[config.mk]
export PLATFORM = sky130hd
export DESIGN_NAME = three_wire_rtc_serial_master
export DESIGN_NICKNAME = d
export VERILOG_FILES = /design/src/hw/rtl/tws_pkg.sv /design/src/hw/rtl/three_wire_rtc_serial_master.sv /design/src/hw/rtl/tws_engine.sv
export SDC_FILE = /design/constraint.sdc
export NUM_CORES = 1
export LEC_CHECK = 0
export BUFFER_PORTS_ARGS = -buffer_cell sky130_fd_sc_hd__buf_4
export CORE_ASPECT_RATIO = 2
export CORE_MARGIN = 2
export CORE_UTILIZATION = 50
export CTS_CLUSTER_SIZE = 24
export DETAILED_ROUTE_END_ITERATION = 12
export PLACE_DENSITY_LB_ADDON = 0.08
export REMOVE_ABC_BUFFERS = 1
export SLEW_MARGIN = 20
export SYNTH_ARGS = -nofsm -noshare
export SYNTH_HDL_FRONTEND = slang
export SYNTH_SLANG_ARGS = --single-unit
[constraint.sdc]
create_clock -name clk -period 4.1 [get_ports clk]
set_clock_uncertainty 0.1 [all_clocks]
set_input_delay 0.82 -clock clk [delete_from_list [all_inputs] [get_ports clk]]
set_output_delay 0.82 -clock clk [all_outputs]
set_load 0.05 [all_outputs]
[src/hw/rtl/tws_pkg.sv]
// Shared types, codes and constants for the three-wire serial master.
`timescale 1ns / 1ps

package tws_pkg;

    // Bytes moved by a burst access.
    localparam int BURST_BYTES = 8;

    // Enough bits to count the command byte plus every data byte and one more.
    localparam int BYTE_W = $clog2(BURST_BYTES + 2);

    localparam logic [7:0] PHASE_TICKS_RESET = 8'd2;
    localparam logic [4:0] BURST_ADDRESS     = 5'd31;

    localparam logic [2:0] CMD_NONE         = 3'd0;
    localparam logic [2:0] CMD_READ_SINGLE  = 3'd1;
    localparam logic [2:0] CMD_WRITE_SINGLE = 3'd2;
    localparam logic [2:0] CMD_READ_BURST   = 3'd3;
    localparam logic [2:0] CMD_WRITE_BURST  = 3'd4;

    localparam logic [1:0] REG_PHASE_TICKS = 2'd0;

    typedef enum logic [1:0] {
        PH_IDLE,
        PH_LOW,
        PH_HIGH,
        PH_GAP
    } phase_t;

    typedef struct packed {
        logic       chip_enable;
        logic       serial_clock;
        logic       io_out;
        logic       io_drive;
        logic       data_taken;
        logic       read_valid;
        logic [7:0] read_data;
        logic       last;
        logic       busy_res;
    } result_t;

endpackage

[src/hw/rtl/three_wire_rtc_serial_master.sv]
// An accepted tick request has its result in the output register in the next cycle.
// Throughput: one tick request per cycle while results are taken; the output register lets
// a new request enter in the same cycle that the waiting result is taken.
// Reset: rst_n clears the transaction state, empties the output register and sets
// phase_ticks back to 2.
`timescale 1ns / 1ps

module three_wire_rtc_serial_master (
    input  logic        clk,
    input  logic        rst_n,
    // APB-style configuration port.
    input  logic        psel,
    input  logic        penable,
    input  logic        pwrite,
    input  logic [1:0]  paddr,
    input  logic [31:0] pwdata,
    output logic [31:0] prdata,
    output logic        pready,
    // Tick request channel.
    input  logic        in_valid,
    output logic        in_ready,
    input  logic [2:0]  command,
    input  logic        ram_select,
    input  logic [4:0]  address,
    input  logic [7:0]  write_data,
    input  logic        io_in,
    // Result channel.
    output logic        out_valid,
    input  logic        out_ready,
    output logic        chip_enable,
    output logic        serial_clock,
    output logic        io_out,
    output logic        io_drive,
    output logic        data_taken,
    output logic        read_valid,
    output logic [7:0]  read_data,
    output logic        last,
    output logic        busy_res
);
    import tws_pkg::*;

    logic [7:0] phase_ticks_reg;
    logic       out_valid_reg;
    result_t    result_reg;
    result_t    step_res;
    logic       accept;

    // The only register is phase_ticks at byte address zero. It sets how many
    // ticks each half of the serial clock lasts.
    assign pready = 1'b1;

    always_comb
    begin
        prdata = 32'd0;
        if (paddr == REG_PHASE_TICKS)
        begin
            prdata = {24'd0, phase_ticks_reg};
        end
    end

    always_ff @(posedge clk or negedge rst_n)
    begin
        if (!rst_n)
        begin
            phase_ticks_reg <= PHASE_TICKS_RESET;
        end
        else if (psel && penable && pwrite && pready && (paddr == REG_PHASE_TICKS))
        begin
            phase_ticks_reg <= pwdata[7:0];
        end
    end

    // A request is taken whenever the output register is empty or is being emptied
    // in this same cycle; while results are taken, the waveform advances one tick per cycle.
    assign in_ready = !out_valid_reg || out_ready;
    assign accept   = in_valid && in_ready;

    // The engine holds the transaction state and works out this tick's pin
    // levels; its state only moves on an accepted request.
    tws_engine u_engine (
        .clk         (clk),
        .rst_n       (rst_n),
        .step        (accept),
        .phase_ticks (phase_ticks_reg),
        .command     (command),
        .ram_select  (ram_select),
        .address     (address),
        .write_data  (write_data),
        .io_in       (io_in),
        .res         (step_res)
    );

    always_ff @(posedge clk or negedge rst_n)
    begin
        if (!rst_n)
        begin
            out_valid_reg <= 1'b0;
        end
        else if (accept)
        begin
            out_valid_reg <= 1'b1;
        end
        else if (out_ready)
        begin
            out_valid_reg <= 1'b0;
        end
    end

    // The result payload needs no reset; it is only looked at while valid.
    always_ff @(posedge clk)
    begin
        if (accept)
        begin
            result_reg <= step_res;
        end
    end

    assign out_valid    = out_valid_reg;
    assign chip_enable  = result_reg.chip_enable;
    assign serial_clock = result_reg.serial_clock;
    assign io_out       = result_reg.io_out;
    assign io_drive     = result_reg.io_drive;
    assign data_taken   = result_reg.data_taken;
    assign read_valid   = result_reg.read_valid;
    assign read_data    = result_reg.read_data;
    assign last         = result_reg.last;
    assign busy_res     = result_reg.busy_res;

endmodule

[src/hw/rtl/tws_engine.sv]
// Bit engine: transaction state and the per-tick pin waveform logic.
`timescale 1ns / 1ps

module tws_engine (
    input  logic             clk,
    input  logic             rst_n,
    input  logic             step,
    input  logic [7:0]       phase_ticks,
    input  logic [2:0]       command,
    input  logic             ram_select,
    input  logic [4:0]       address,
    input  logic [7:0]       write_data,
    input  logic             io_in,
    output tws_pkg::result_t res
);
    import tws_pkg::*;

    phase_t            phase_reg, phase_next;
    logic [7:0]        tick_count_reg, tick_count_next;
    logic [2:0]        bit_index_reg, bit_index_next;
    logic [BYTE_W-1:0] byte_index_reg, byte_index_next;
    logic [7:0]        shift_reg, shift_next;
    logic [7:0]        receive_reg, receive_next;
    logic [2:0]        operation_reg, operation_next;

    // Values seen this tick, after a command has possibly started a transaction.
    logic              start;
    phase_t            cur_phase;
    logic [2:0]        cur_op;
    logic [7:0]        cur_tick;
    logic [2:0]        cur_bit;
    logic [BYTE_W-1:0] cur_byte;
    logic [7:0]        cur_shift;
    logic [7:0]        cur_recv;
    logic              op_reads;
    logic              op_burst;
    logic              reading;
    logic [7:0]        limit;
    logic              done;
    logic              byte_end;
    logic [BYTE_W-1:0] byte_inc;
    logic [BYTE_W-1:0] total;
    logic              is_last;
    logic [4:0]        cmd_addr;
    logic [7:0]        cmd_byte;

    assign start = (phase_reg == PH_IDLE)
                && (command inside {[CMD_READ_SINGLE:CMD_WRITE_BURST]});

    assign cur_op = start ? command : operation_reg;
    assign op_reads = (cur_op == CMD_READ_SINGLE) || (cur_op == CMD_READ_BURST);
    assign op_burst = (cur_op == CMD_READ_BURST) || (cur_op == CMD_WRITE_BURST);

    assign cmd_addr = op_burst ? BURST_ADDRESS : address;
    assign cmd_byte = {1'b1, ram_select, cmd_addr, op_reads};

    assign cur_phase = start ? PH_LOW : phase_reg;
    assign cur_tick  = start ? 8'd0 : tick_count_reg;
    assign cur_bit   = start ? 3'd0 : bit_index_reg;
    assign cur_byte  = start ? '0 : byte_index_reg;
    assign cur_shift = start ? cmd_byte : shift_reg;
    assign cur_recv  = start ? 8'd0 : receive_reg;

    assign reading  = op_reads && (cur_byte != '0);
    assign limit    = (phase_ticks == 8'd0) ? 8'd1 : phase_ticks;
    assign done     = ({1'b0, cur_tick} + 9'd1) >= {1'b0, limit};
    assign byte_end = (cur_phase == PH_HIGH) && done && (cur_bit == 3'd7);
    assign byte_inc = cur_byte + BYTE_W'(1);
    assign total    = op_burst ? BYTE_W'(BURST_BYTES) : BYTE_W'(1);
    assign is_last  = byte_inc > total;

    // Next state.
    always_comb
    begin
        phase_next      = cur_phase;
        tick_count_next = cur_tick;
        bit_index_next  = cur_bit;
        byte_index_next = cur_byte;
        shift_next      = cur_shift;
        receive_next    = cur_recv;
        operation_next  = cur_op;
        case (cur_phase)
            PH_GAP:
            begin
                phase_next = PH_IDLE;
            end
            PH_LOW:
            begin
                if (done)
                begin
                    if (reading && io_in)
                    begin
                        receive_next = cur_recv | (8'd1 << cur_bit);
                    end
                    phase_next      = PH_HIGH;
                    tick_count_next = 8'd0;
                end
                else
                begin
                    tick_count_next = cur_tick + 8'd1;
                end
            end
            PH_HIGH:
            begin
                if (done)
                begin
                    tick_count_next = 8'd0;
                    phase_next      = PH_LOW;
                    shift_next      = {1'b0, cur_shift[7:1]};
                    bit_index_next  = cur_bit + 3'd1;
                    if (byte_end)
                    begin
                        if (reading)
                        begin
                            receive_next = 8'd0;
                        end
                        byte_index_next = byte_inc;
                        if (is_last)
                        begin
                            phase_next     = PH_GAP;
                            operation_next = CMD_NONE;
                        end
                        else if (!op_reads)
                        begin
                            shift_next = write_data;
                        end
                    end
                end
                else
                begin
                    tick_count_next = cur_tick + 8'd1;
                end
            end
            default:
            begin
                phase_next = PH_IDLE;
            end
        endcase
    end

    // Pin levels and flags for this tick.
    always_comb
    begin
        res = '0;
        case (cur_phase)
            PH_GAP:
            begin
                res.busy_res = 1'b1;
            end
            PH_LOW, PH_HIGH:
            begin
                res.chip_enable  = 1'b1;
                res.busy_res     = 1'b1;
                res.io_drive     = !reading;
                res.io_out       = !reading && cur_shift[0];
                res.serial_clock = (cur_phase == PH_HIGH);
                if (byte_end)
                begin
                    res.read_valid = reading;
                    res.read_data  = reading ? cur_recv : 8'd0;
                    res.last       = is_last;
                    res.data_taken = !is_last && !op_reads;
                end
            end
            default:
            begin
                res = '0;
            end
        endcase
    end

    always_ff @(posedge clk or negedge rst_n)
    begin
        if (!rst_n)
        begin
            phase_reg      <= PH_IDLE;
            tick_count_reg <= 8'd0;
            bit_index_reg  <= 3'd0;
            byte_index_reg <= '0;
            shift_reg      <= 8'd0;
            receive_reg    <= 8'd0;
            operation_reg  <= CMD_NONE;
        end
        else if (step)
        begin
            phase_reg      <= phase_next;
            tick_count_reg <= tick_count_next;
            bit_index_reg  <= bit_index_next;
            byte_index_reg <= byte_index_next;
            shift_reg      <= shift_next;
            receive_reg    <= receive_next;
            operation_reg  <= operation_next;
        end
    end

endmodule

# Word-level counts from Yosys, hierarchy flattened
# Cells that the tools add are included.
word_totals:
  ff_bits: 61
  in_bits: 59
  wordCells: 107
op_classes:
  addsub: 4
  order_cmp: 4
  eq_ne: 7
  shift: 1
  n_mux: 44
  bitwise: 1
  reduce_logical: 28
op_table:
  columns: ["cell", "n"]
  rows:
  - ["8-bit 2-to-1 mux", 18]
  - ["3-bit 2-to-1 mux", 8]
  - ["4-bit 2-to-1 mux", 5]
  - ["8-bit one-hot mux with 2 select lines", 1]
  - ["15-bit 2-to-1 mux", 1]
  - ["1-bit logical AND", 12]
  - ["11-bit 2-to-1 mux", 1]
  - ["2-bit 2-to-1 mux", 5]
  - ["8-bit by 1-bit adder with 9-bit output (second input constant)", 1]
  - ["9-bit by 8-bit >= comparator with 1-bit output", 1]
  - ["8-bit by 1-bit adder with 8-bit output (second input constant)", 1]
  - ["8-bit logical NOT", 1]
  - ["8-bit OR", 1]
  - ["1-bit by 3-bit << shifter with 8-bit output (first input constant)", 1]
  - ["3-bit equality test (second input constant)", 2]
  - ["5-bit 2-to-1 mux", 1]
  - ["4-bit by 1-bit adder with 4-bit output (second input constant)", 1]
  - ["2-bit equality test (second input constant)", 2]
  - ["4-bit greater-than comparator", 1]
  - ["1-bit logical NOT", 4]
  - ["2-bit logical NOT", 2]
  - ["2-bit one-hot mux with 2 select lines", 1]
  - ["4-bit nonzero test", 1]
  - ["3-bit by 1-bit adder with 3-bit output (second input constant)", 1]
  - ["other kinds (12)", 16]

# Depth between registers and ports, before layout
# Gate-level depths: netlist of the first run.
depth:
  word_depth: 13
  depth_mapped: 15
  ltp_nobuf: 12

# Hierarchy
# A second synthesis of the first run with hierarchy kept.
hier_totals:
  hier_cells: 367
  hier_area_um2: 3724.8
modules_own_cells:
  columns: ["mod", "instances", "cells_per_inst", "area_each_um2", "seq_area_each_um2"]
  rows:
  - ["tws_engine", 1, 294, 2621.3, 900.9]
  - ["three_wire_rtc_serial_master", 1, 73, 1103.6, 706.9]

# Worst setup path before layout of the first run
# Ideal clock, no wire load.
synth_timing:
  path_type: "input-to-reg"
  from: "in command[2]"
  to: "reg u_engine.shift_reg[4]"
  setup_time_ps: 126
  t_arrival_ps: 3743
  required_time_ps: 3874
  setup_slack_ps: 131
  path_stages: 13
  n_path_buf: 4
  path_cell_list: "or3_4 and3_1 buf_6 buf_2 buf_2 nor2_1 ha_1 a21o_1 a221o_1 a211oi_4 nor2_1 buf_2 a221o_1"
synth_between:
  elab_chain_len: 13
synth_lines:
  columns: ["element", "line", "source"]
  rows:
  - ["start, declared", "three_wire_rtc_serial_master.sv:22", "input logic [2:0] command,"]
  - ["parallel branches: the longest is 12 deep, another holds 8-bit by 1-bit adder with 9-bit output", null, null]
  - ["8-bit 2-to-1 mux *", "tws_engine.sv:82", "case (cur_phase)"]
  - ["end signal, assigned", "tws_engine.sv:190", "shift_reg <= shift_next;"]
  - ["end, declared", "tws_engine.sv:22", "logic [7:0] shift_reg, shift_next;"]
# Mark *: on every way between the ends.
# A chain may end at the register's enable or synchronous reset.

# Worst setup path in the final report of the first run
layout_timing:
  from: "in command[2]"
  to: "reg u_engine.operation_reg[2]"
layout_between:
  elab_chain_len: 12
layout_lines:
  columns: ["element", "line", "source"]
  rows:
  - ["parallel branches: the longest is 11 deep, another holds 8-bit by 1-bit adder with 9-bit output", null, null]
  - ["3-bit 2-to-1 mux *", "tws_engine.sv:82", null]
  - ["end signal, assigned", "tws_engine.sv:192", "operation_reg <= operation_next;"]
  - ["end, declared", "tws_engine.sv:24", "logic [2:0] operation_reg, operation_next;"]
# Marked as above.

==> results_dict.tcl, run 1 <==
set metrics [dict create \
    post_cts_buffers 0 \
    rsz0062_at_grt "no" \
    grt_max_degree 46 \
    num_antenna_cells 0 \
    cts_tree "yes" \
    finalSetupViolCount 0 \
    clk_latency_ns 0.33 \
    synthFlopType "dfrtp_1" \
    area_growth_pct 20.92 \
    place_congestion 0.8509 \
    drcViolationCount 0 \
    critPathMaxFanout 17 \
    vias 2818 \
    cpMostUsedCell "buf_4" \
    clk_path_buf_depth 2 \
    cts.sinks 61 \
    arrival_ns 3.83 \
    ys_ff_latch 61 \
    clockRootBuffer "clkbuf_16" \
    track_usage_pct 21.29 \
    antenna_found_initial 0 \
    hold_violations 0 \
    ir_worst_vdd_uv 339.5 \
    num_rows 44 \
    dp_hpwl_um 5972 \
    hold_buffers 0 \
    async_flop_share_pct 73.77 \
    cts-resized-gates 0 \
    fin_area_um2 4433 \
    synth-edff-count 16 \
    synth_cell_types 63 \
    tightest_slew_ns 0.8009 \
    clk_pin_slew_worst_paths_ns 0.05 \
    outcome "complete, no violations" \
    synthCells 358 \
    drtIter0Drc 170 \
    crit_path_end_kind "register" \
    start_util_pct 51.22 \
    maxCapViolations 0 \
    die-area_um2 8074 \
    fin_nets 501 \
    via_per_inst 5.409 \
    numCtsBuffers 9 \
    grt_pass1_vias 2907 \
    startpoint_type "input port" \
    io_buffers 60 \
    ios 110 \
    ys_warn_count 0 \
    worstPathCellList "buf_4 -> or3_4 -> and3_1 -> buf_4 -> o21ai_0 -> ha_1 -> o21ba_2 -> nand4_1 -> o2111ai_4 -> a211oi_2 -> o21ai_1 -> a22o_1" \
    fin_crit_ns 3.726 \
    coreArea_um2 7157 \
    final_common_cell "buf_4" \
    dr.pass1.iters 5 \
    leakagePower_nw 2.170 \
    required_ns 4.21 \
    grt_pass1_wl_um 13410 \
    syn_avg_cell_area_um2 10.24 \
    syn_area_um2 3666 \
    finalCritPeriodShare_pct 90.87 \
    totalWireLength_um 8049 \
    drive_gt1_share_pct 25.41 \
    slew_headroom_pct 46.41 \
    drv_slew 0 \
    layout_common_cells "69 x buf_4, 44 x dfrtp_1, 37 x nand2_1" \
    grt_overflow 0 \
    cpMaxStageDelayCell "or3_4" \
    die_y_um 125.1 \
    critPathMaxStageDelay_ns 0.41 \
    htreeDepth 3 \
    antenna_left 0 \
    fillers 620 \
    routedWlPerCell_um 15.45 \
    p_per_area_nw_per_um2 554.5 \
    synth_seq_area_share_pct 43.86 \
    placed_cell_area_um2 4139 \
    hp-class "reg2reg" \
    tns_ns 0 \
    die_w_um 64.55 \
    crit_type "in2reg" \
    fmax_mhz 268.4 \
]
routing by layer:
| layer | routed length (um) | up-vias | global-route usage, % |
|---|---|---|---|
| met2 | 4343 | 61 | 36.76 |
| li1 | - | 1371 | - |
| met5 | 0 | - | 0 |
| met4 | 98 | 0 | 7.885 |
| met1 | 3337 | 1380 | 25.89 |
| met3 | 269 | 6 | 4.137 |
synthesized netlist by cell type, drive strengths merged (7+ instances only):
cell type	number	share of area, %
mux2	9	2.8
buf	32	6.2
and2	14	2.4
mux2i	7	1.9
nand2	38	4.0
inv	18	1.8
o21ai	14	2.3
nor2	26	2.7
nor3	15	2.4
dfrtp	44	30
a22o	18	4.3
edfxtp	16	13
ha	18	6.1
power breakdown:
| part | internal (mW) | switching (mW) |
|---|---|---|
| clock | 0.484 | 0.253 |
| sequential | 0.754 | 0.0990 |
| combinational | 0.342 | 0.526 |
| total | 1.58 | 0.878 |
worst paths after layout:
kind | start | cells after the start | to | slack, ns
worst max-delay path | command[2] | 12 | u_engine.operation_reg[2] | 0.37
worst min-delay path | u_engine.shift_reg[5] | 2 | u_engine.shift_reg[5] | 0.39
worst max register to register | u_engine.phase_reg[1] | 11 | u_engine.shift_reg[1] | 0.48
worst min register to register | u_engine.shift_reg[5] | 2 | u_engine.shift_reg[5] | 0.39
max in group asynchronous | rst_n | 1 | u_engine.receive_reg[1] | 3.10
min in group asynchronous | rst_n | 1 | u_engine.shift_reg[3] | 0.40
cells by family after synthesis:
| kind of cell | count (synthesis) | share of synthesized area, % |
|---|---|---|
| multiplexers | 16 | 4.676 |
| other | 2 | 0.2049 |
| AO/OA/AOI/OAI | 76 | 17.54 |
| XOR/XNOR | 9 | 2.150 |
| AND/OR/NAND/NOR | 121 | 16.86 |
| adder cells (fa/ha/maj) | 18 | 6.143 |
| flip-flops | 61 | 43.86 |
| buffers and inverters | 55 | 8.566 |
stage by stage:
step | power (mW) | hold slack, ns | setup WS, ns | instances | util, %
floorplan | 1.460 | 0.3497 | 0.1780 | 344 | -
global route | 2.610 | 0.4191 | 0.2187 | 521 | 61.94
global placement | 1.687 | 0.3653 | 0.1167 | 505 | 57.83
CTS | 2.470 | 0.3946 | 0.3927 | 521 | 61.94
detailed placement | 1.724 | 0.3834 | 0.06386 | 505 | 57.83
finish | 2.458 | 0.3938 | 0.3742 | 521 | 61.94
critical path, delay by kind of cell:
| kind | cells | cell delay (ns) |
|---|---|---|
| AO/OA/AOI/OAI | 6 | 1.43 |
| AND/OR/NAND/NOR | 3 | 0.84 |
| buffers and inverters | 2 | 0.41 |
| adder cells (fa/ha/maj) | 1 | 0.32 |
area by class of cell:
class / instances / area, um^2 / share of cell area, %
Timing Repair Buffer: 69 / 518.0 / 11.69
Clock inverter: 4 / 47.55 / 1.073
Sequential cell: 61 / 1608 / 36.27
Tap cell: 92 / 115.1 / 2.597
Clock buffer: 12 / 246.5 / 5.560
Multi-Input combinational cell: 265 / 1831 / 41.29
Inverter: 18 / 67.56 / 1.524
(Power assumes the default switching activity.)
==> run 2, diff against run 1 <==
--- a/config.mk
+++ b/config.mk
@@ -9,6 +9,7 @@
 export CORE_ASPECT_RATIO = 2
 export CORE_MARGIN = 2
 export CORE_UTILIZATION = 50
+export CTS_BUF_LIST = sky130_fd_sc_hd__clkbuf_4
 export CTS_CLUSTER_SIZE = 24
 export DETAILED_ROUTE_END_ITERATION = 12
 export PLACE_DENSITY_LB_ADDON = 0.08
==> results_dict.tcl, run 2 (synthesis results as in run 1) <==
set metrics [dict create \
    outcome "complete, no violations" \
    place_congestion 0.8509 \
    numCtsBuffers 9 \
    routedWlPerCell_um 15.25 \
    use_met3_pct 3.507 \
    cts.sinks 61 \
    via_per_inst 5.403 \
    drive_gt1_share_pct 25.64 \
    startpoint_type "input port" \
    fin_area_um2 4273 \
    ios 110 \
    arrival_ns 3.80 \
    track_usage_pct 21.00 \
    hp-class "in2async" \
    hold_violations 0 \
    vias 2815 \
    top_usage_layer "met2" \
    ir_worst_vdd_uv 229.3 \
    slew_headroom_pct 47.53 \
    clk_latency_ns 0.41 \
    clockRootBuffer "clkbuf_4" \
    die_y_um 125.1 \
    dr.pass1.iters 4 \
    start_util_pct 51.22 \
    cts_tree "yes" \
    final_common_cell "buf_4" \
    place_ws_ns 0.06386 \
    num_antenna_cells 0 \
    rsz0062_at_grt "no" \
    fin_nets 501 \
    p_per_area_nw_per_um2 496.8 \
    fillers 639 \
    cts-resized-gates 0 \
    antenna_found_initial 0 \
    grt_max_degree 46 \
    die_w_um 64.55 \
    post_cts_buffers 0 \
    fin_crit_ns 3.602 \
    die-area_um2 8074 \
    maxCapViolations 0 \
    leakagePower_nw 2.102 \
    area_growth_pct 16.55 \
    num_rows 44 \
    finalSetupViolCount 0 \
    io_buffers 60 \
    tightest_slew_ns 0.7842 \
    met1_usage_pct 25.15 \
    clk_path_buf_depth 2 \
    drv_slew 0 \
    drcViolationCount 0 \
    antenna_left 0 \
    gr-usage-met2_pct 36.58 \
    drtIter0Drc 156 \
    totalWireLength_um 7944 \
    placed_cell_area_um2 4139 \
    dp_hpwl_um 5972 \
    htreeDepth 3 \
    grt_pass1_vias 2922 \
    tns_ns 0 \
    crit_path_end_kind "register" \
    finalCritPeriodShare_pct 87.84 \
    grt_overflow 0 \
    fmax_mhz 277.7 \
    finalWorstSetupSlack_ns 0.4984 \
    crit_type "in2reg" \
    hold_buffers 0 \
    layout_common_cells "69 x buf_4, 44 x dfrtp_1, 37 x nand2_1" \
    coreArea_um2 7157 \
    clk_pin_slew_worst_paths_ns 0.10 \
    grt_pass1_wl_um 13300 \
    required_ns 4.30 \
    critPathMaxFanout 8 \
]
==> run 2: cell types whose count changed in the layout (fill, tap and decap cells not counted) <==
cell       delta
clkbuf_16     -9
clkbuf_4     +11
clkbuf_8      -1
clkbuf_1      -2
clkinv_1      +1
==> run 2: path summary, 6_finish.rpt <==
path                                    startpoint                         end  slack [ns]  cells after the start
setup / recovery                        command[2]  u_engine.byte_index_reg[2]        0.50                     12
hold / removal                               rst_n       u_engine.shift_reg[3]        0.29                      1
setup reg to reg             u_engine.phase_reg[0]       u_engine.shift_reg[2]        0.56                     11
hold reg to reg            u_engine.receive_reg[4]     u_engine.receive_reg[4]        0.40                      1
max in group asynchronous                    rst_n          phase_ticks_reg[3]        3.20                      1
min in group clk           u_engine.receive_reg[4]     u_engine.receive_reg[4]        0.40                      1
==> run 2: layout make-up <==
type / instances / area, um^2 / share of cell area, %
multi-input combinational: 265 / 1831 / 42.84
timing repair buffer: 69 / 518.0 / 12.12
tap: 92 / 115.1 / 2.694
sequential: 61 / 1608 / 37.63
clock buffer: 11 / 82.58 / 1.933
inverter: 18 / 67.56 / 1.581
clock inverter: 5 / 51.30 / 1.201
==> run 2: routing by layer <==
layer / up-vias / wire [um]
met1: 1392 / 3224
met5: - / 0
met2: 49 / 4343
met3: 7 / 269
met4: 0 / 106
li1: 1367 / -
==> run 2: power breakdown <==
part | switching [mW] | internal (mW) | leakage [nW]
sequential | 0.0986 | 0.751 | 0.735
clock | 0.212 | 0.196 | 0.0743
combinational | 0.523 | 0.343 | 1.29
==> run 2: worst max-delay path: stages <==
cell	delay [ns]
buf_4	0.14
or3_4	0.41
and3_1	0.29
nor2_1	0.23
ha_1	0.27
a21o_1	0.19
a221o_1	0.41
a211oi_4	0.30
buf_4	0.23
nor2_2	0.07
a32o_1	0.25
a31o_1	0.18
==> run 2: through the flow <==
step,utilization [%],std cells,hold slack (ns),power (mW)
2_1_floorplan,-,344,0.3497,1.460
5_1_grt,59.70,521,0.3371,2.270
3_3_place_gp,57.83,505,0.3653,1.687
6_report,59.70,521,0.2921,2.123
3_5_place_dp,57.83,505,0.3834,1.724
4_1_cts,59.70,521,0.3133,2.134
==> run 3, diff against run 2 <==
==> constraint.sdc (replaced) <==
create_clock -name clk -period 3.6 [get_ports clk]
set_clock_uncertainty 0.1 [all_clocks]
set_input_delay 0.72 -clock clk [delete_from_list [all_inputs] [get_ports clk]]
set_output_delay 0.72 -clock clk [all_outputs]
set_load 0.05 [all_outputs]
==> results_dict.tcl, run 3 (synthesis results as in run 1) <==
set metrics [dict create \
    cts_tree "yes" \
    grt_pass1_vias 3083 \
    ios 110 \
    startpoint_type "register" \
    start_util_pct 51.22 \
    leakagePower_nw 2.245 \
    combinationalPowerShare_pct 42.0 \
    outcome "complete, no violations" \
    track_usage_pct 22.76 \
    layout_common_cells "96 x buf_4, 44 x dfrtp_1, 37 x nand2_1" \
    num_antenna_cells 0 \
    area_growth_pct 23.04 \
    hp-class "in2async" \
    final_common_cell "buf_4" \
    antenna_left 0 \
    via_per_inst 5.484 \
    p_per_area_nw_per_um2 583.0 \
    num_rows 44 \
    maxCapViolations 0 \
    die-area_um2 8074 \
    grt_max_degree 46 \
    p_sw_mw 1.019 \
    clk_latency_ns 0.45 \
    required_ns 3.88 \
    vias 3005 \
    drcViolationCount 0 \
    p_total_mw 2.629 \
    drtIter0Drc 202 \
    die_y_um 125.1 \
    tns_ns 0 \
    tightest_slew_ns 0.6284 \
    grt_overflow 0 \
    coreArea_um2 7157 \
    drive_gt1_share_pct 30.48 \
    dp_hpwl_um 6304 \
    pwr-share-seq_pct 36.2 \
    numCtsBuffers 9 \
    intPower_mw 1.610 \
    grt_pass1_wl_um 14300 \
    crit_type "reg2reg" \
    totalWireLength_um 8449 \
    drv_slew 0 \
    finalSetupViolCount 0 \
    dr.pass1.iters 4 \
    io_buffers 60 \
    hold_violations 0 \
    fin_crit_ns 3.376 \
    rsz0062_at_grt "no" \
    ff2ff_path_depth 13 \
    dp.cells 532 \
    hold_buffers 0 \
    clockRootBuffer "clkbuf_4" \
    cts.sinks 61 \
    fin_nets 528 \
    critPathMaxFanout 10 \
    clk_path_buf_depth 2 \
    antenna_found_initial 0 \
    clk_pin_slew_worst_paths_ns 0.13 \
    instances_no_fill 548 \
    arrival_ns 3.66 \
    switching_share_pct 38.77 \
    htreeDepth 3 \
    die_w_um 64.55 \
    ir_worst_vdd_uv 358.6 \
    routedWlPerCell_um 15.42 \
    finalCritPeriodShare_pct 93.77 \
    slew_headroom_pct 58.10 \
    fmax_mhz 296.2 \
    place_congestion 0.8356 \
    crit_path_end_kind "register" \
    clock_power_share_pct 21.8 \
]
## run 3: stage by stage
step	util, %	area (um^2)	setup slack (ns)	hold slack (ns)
after floorplan	-	3506	-0.2220	0.3244
after global placement	60.66	4342	-0.1793	0.3632
after detailed placement	60.66	4342	-0.1983	0.3713
after CTS	62.99	4508	0.1176	0.1707
after global routing	63.02	4511	0.01299	0.2134
final	63.02	4511	0.2244	0.1542
## run 3: what timing repair did
item | 4_1_cts | 5_1_grt
setup buffers | 0 | 0
endpoints found under the setup margin | 0 | 10
gates resized for setup | 0 | 1
## run 3: metal layers
layer  part of all wire, %  up-vias  track usage, %
met5                     0        -               0
met4                   4.0        0           14.02
met3                   2.7       22           2.788
met2                    52       69           38.24
met1                    41     1484           27.13
li1                      -     1430               -
## run 3: area by class of cell
cell class                 instances  area (um^2)
clock buffer                       9        67.56
clock inverter                     7        98.84
fill                             615         2646
inverter                          18        67.56
multi-input combinational        265         1833
sequential                        61         1608
tap                               92        115.1
timing repair buffer              96        720.7
## run 3: final timing paths
| kind | start | endpoint | slack (ns) |
|---|---|---|---|
| worst max-delay path | u_engine.tick_count_reg[0] | u_engine.receive_reg[6] | 0.22 |
| worst min-delay path | rst_n | u_engine.shift_reg[1] | 0.15 |
| worst max register to register | u_engine.tick_count_reg[0] | u_engine.receive_reg[6] | 0.22 |
| worst min register to register | u_engine.bit_index_reg[2] | u_engine.bit_index_reg[2] | 0.40 |
| max in group asynchronous | rst_n | phase_ticks_reg[7] | 2.79 |
| min in group clk | in_valid | out_valid | 0.36 |
## run 3: power by group through the flow
stage	Sequential (mW)	Combinational, mW	Clock (mW)
after floorplan	1.01	0.654	0
after global placement	0.954	1.07	0
after detailed placement	0.962	1.11	0
after CTS	0.949	1.11	0.582
after global routing	0.971	1.22	0.607
final	0.952	1.10	0.573
## run 3: critical path: stages, from the launching register on
cell      delay, ns
dfrtp_1        0.47
and4_1         0.34
and2_1         0.20
nand2_1        0.08
xor2_1         0.15
nor2_1         0.15
ha_1           0.27
a21o_1         0.19
a221o_1        0.41
a211oi_4       0.24
buf_4          0.19
nor3_4         0.07
o21ai_4        0.27
a22o_1         0.19
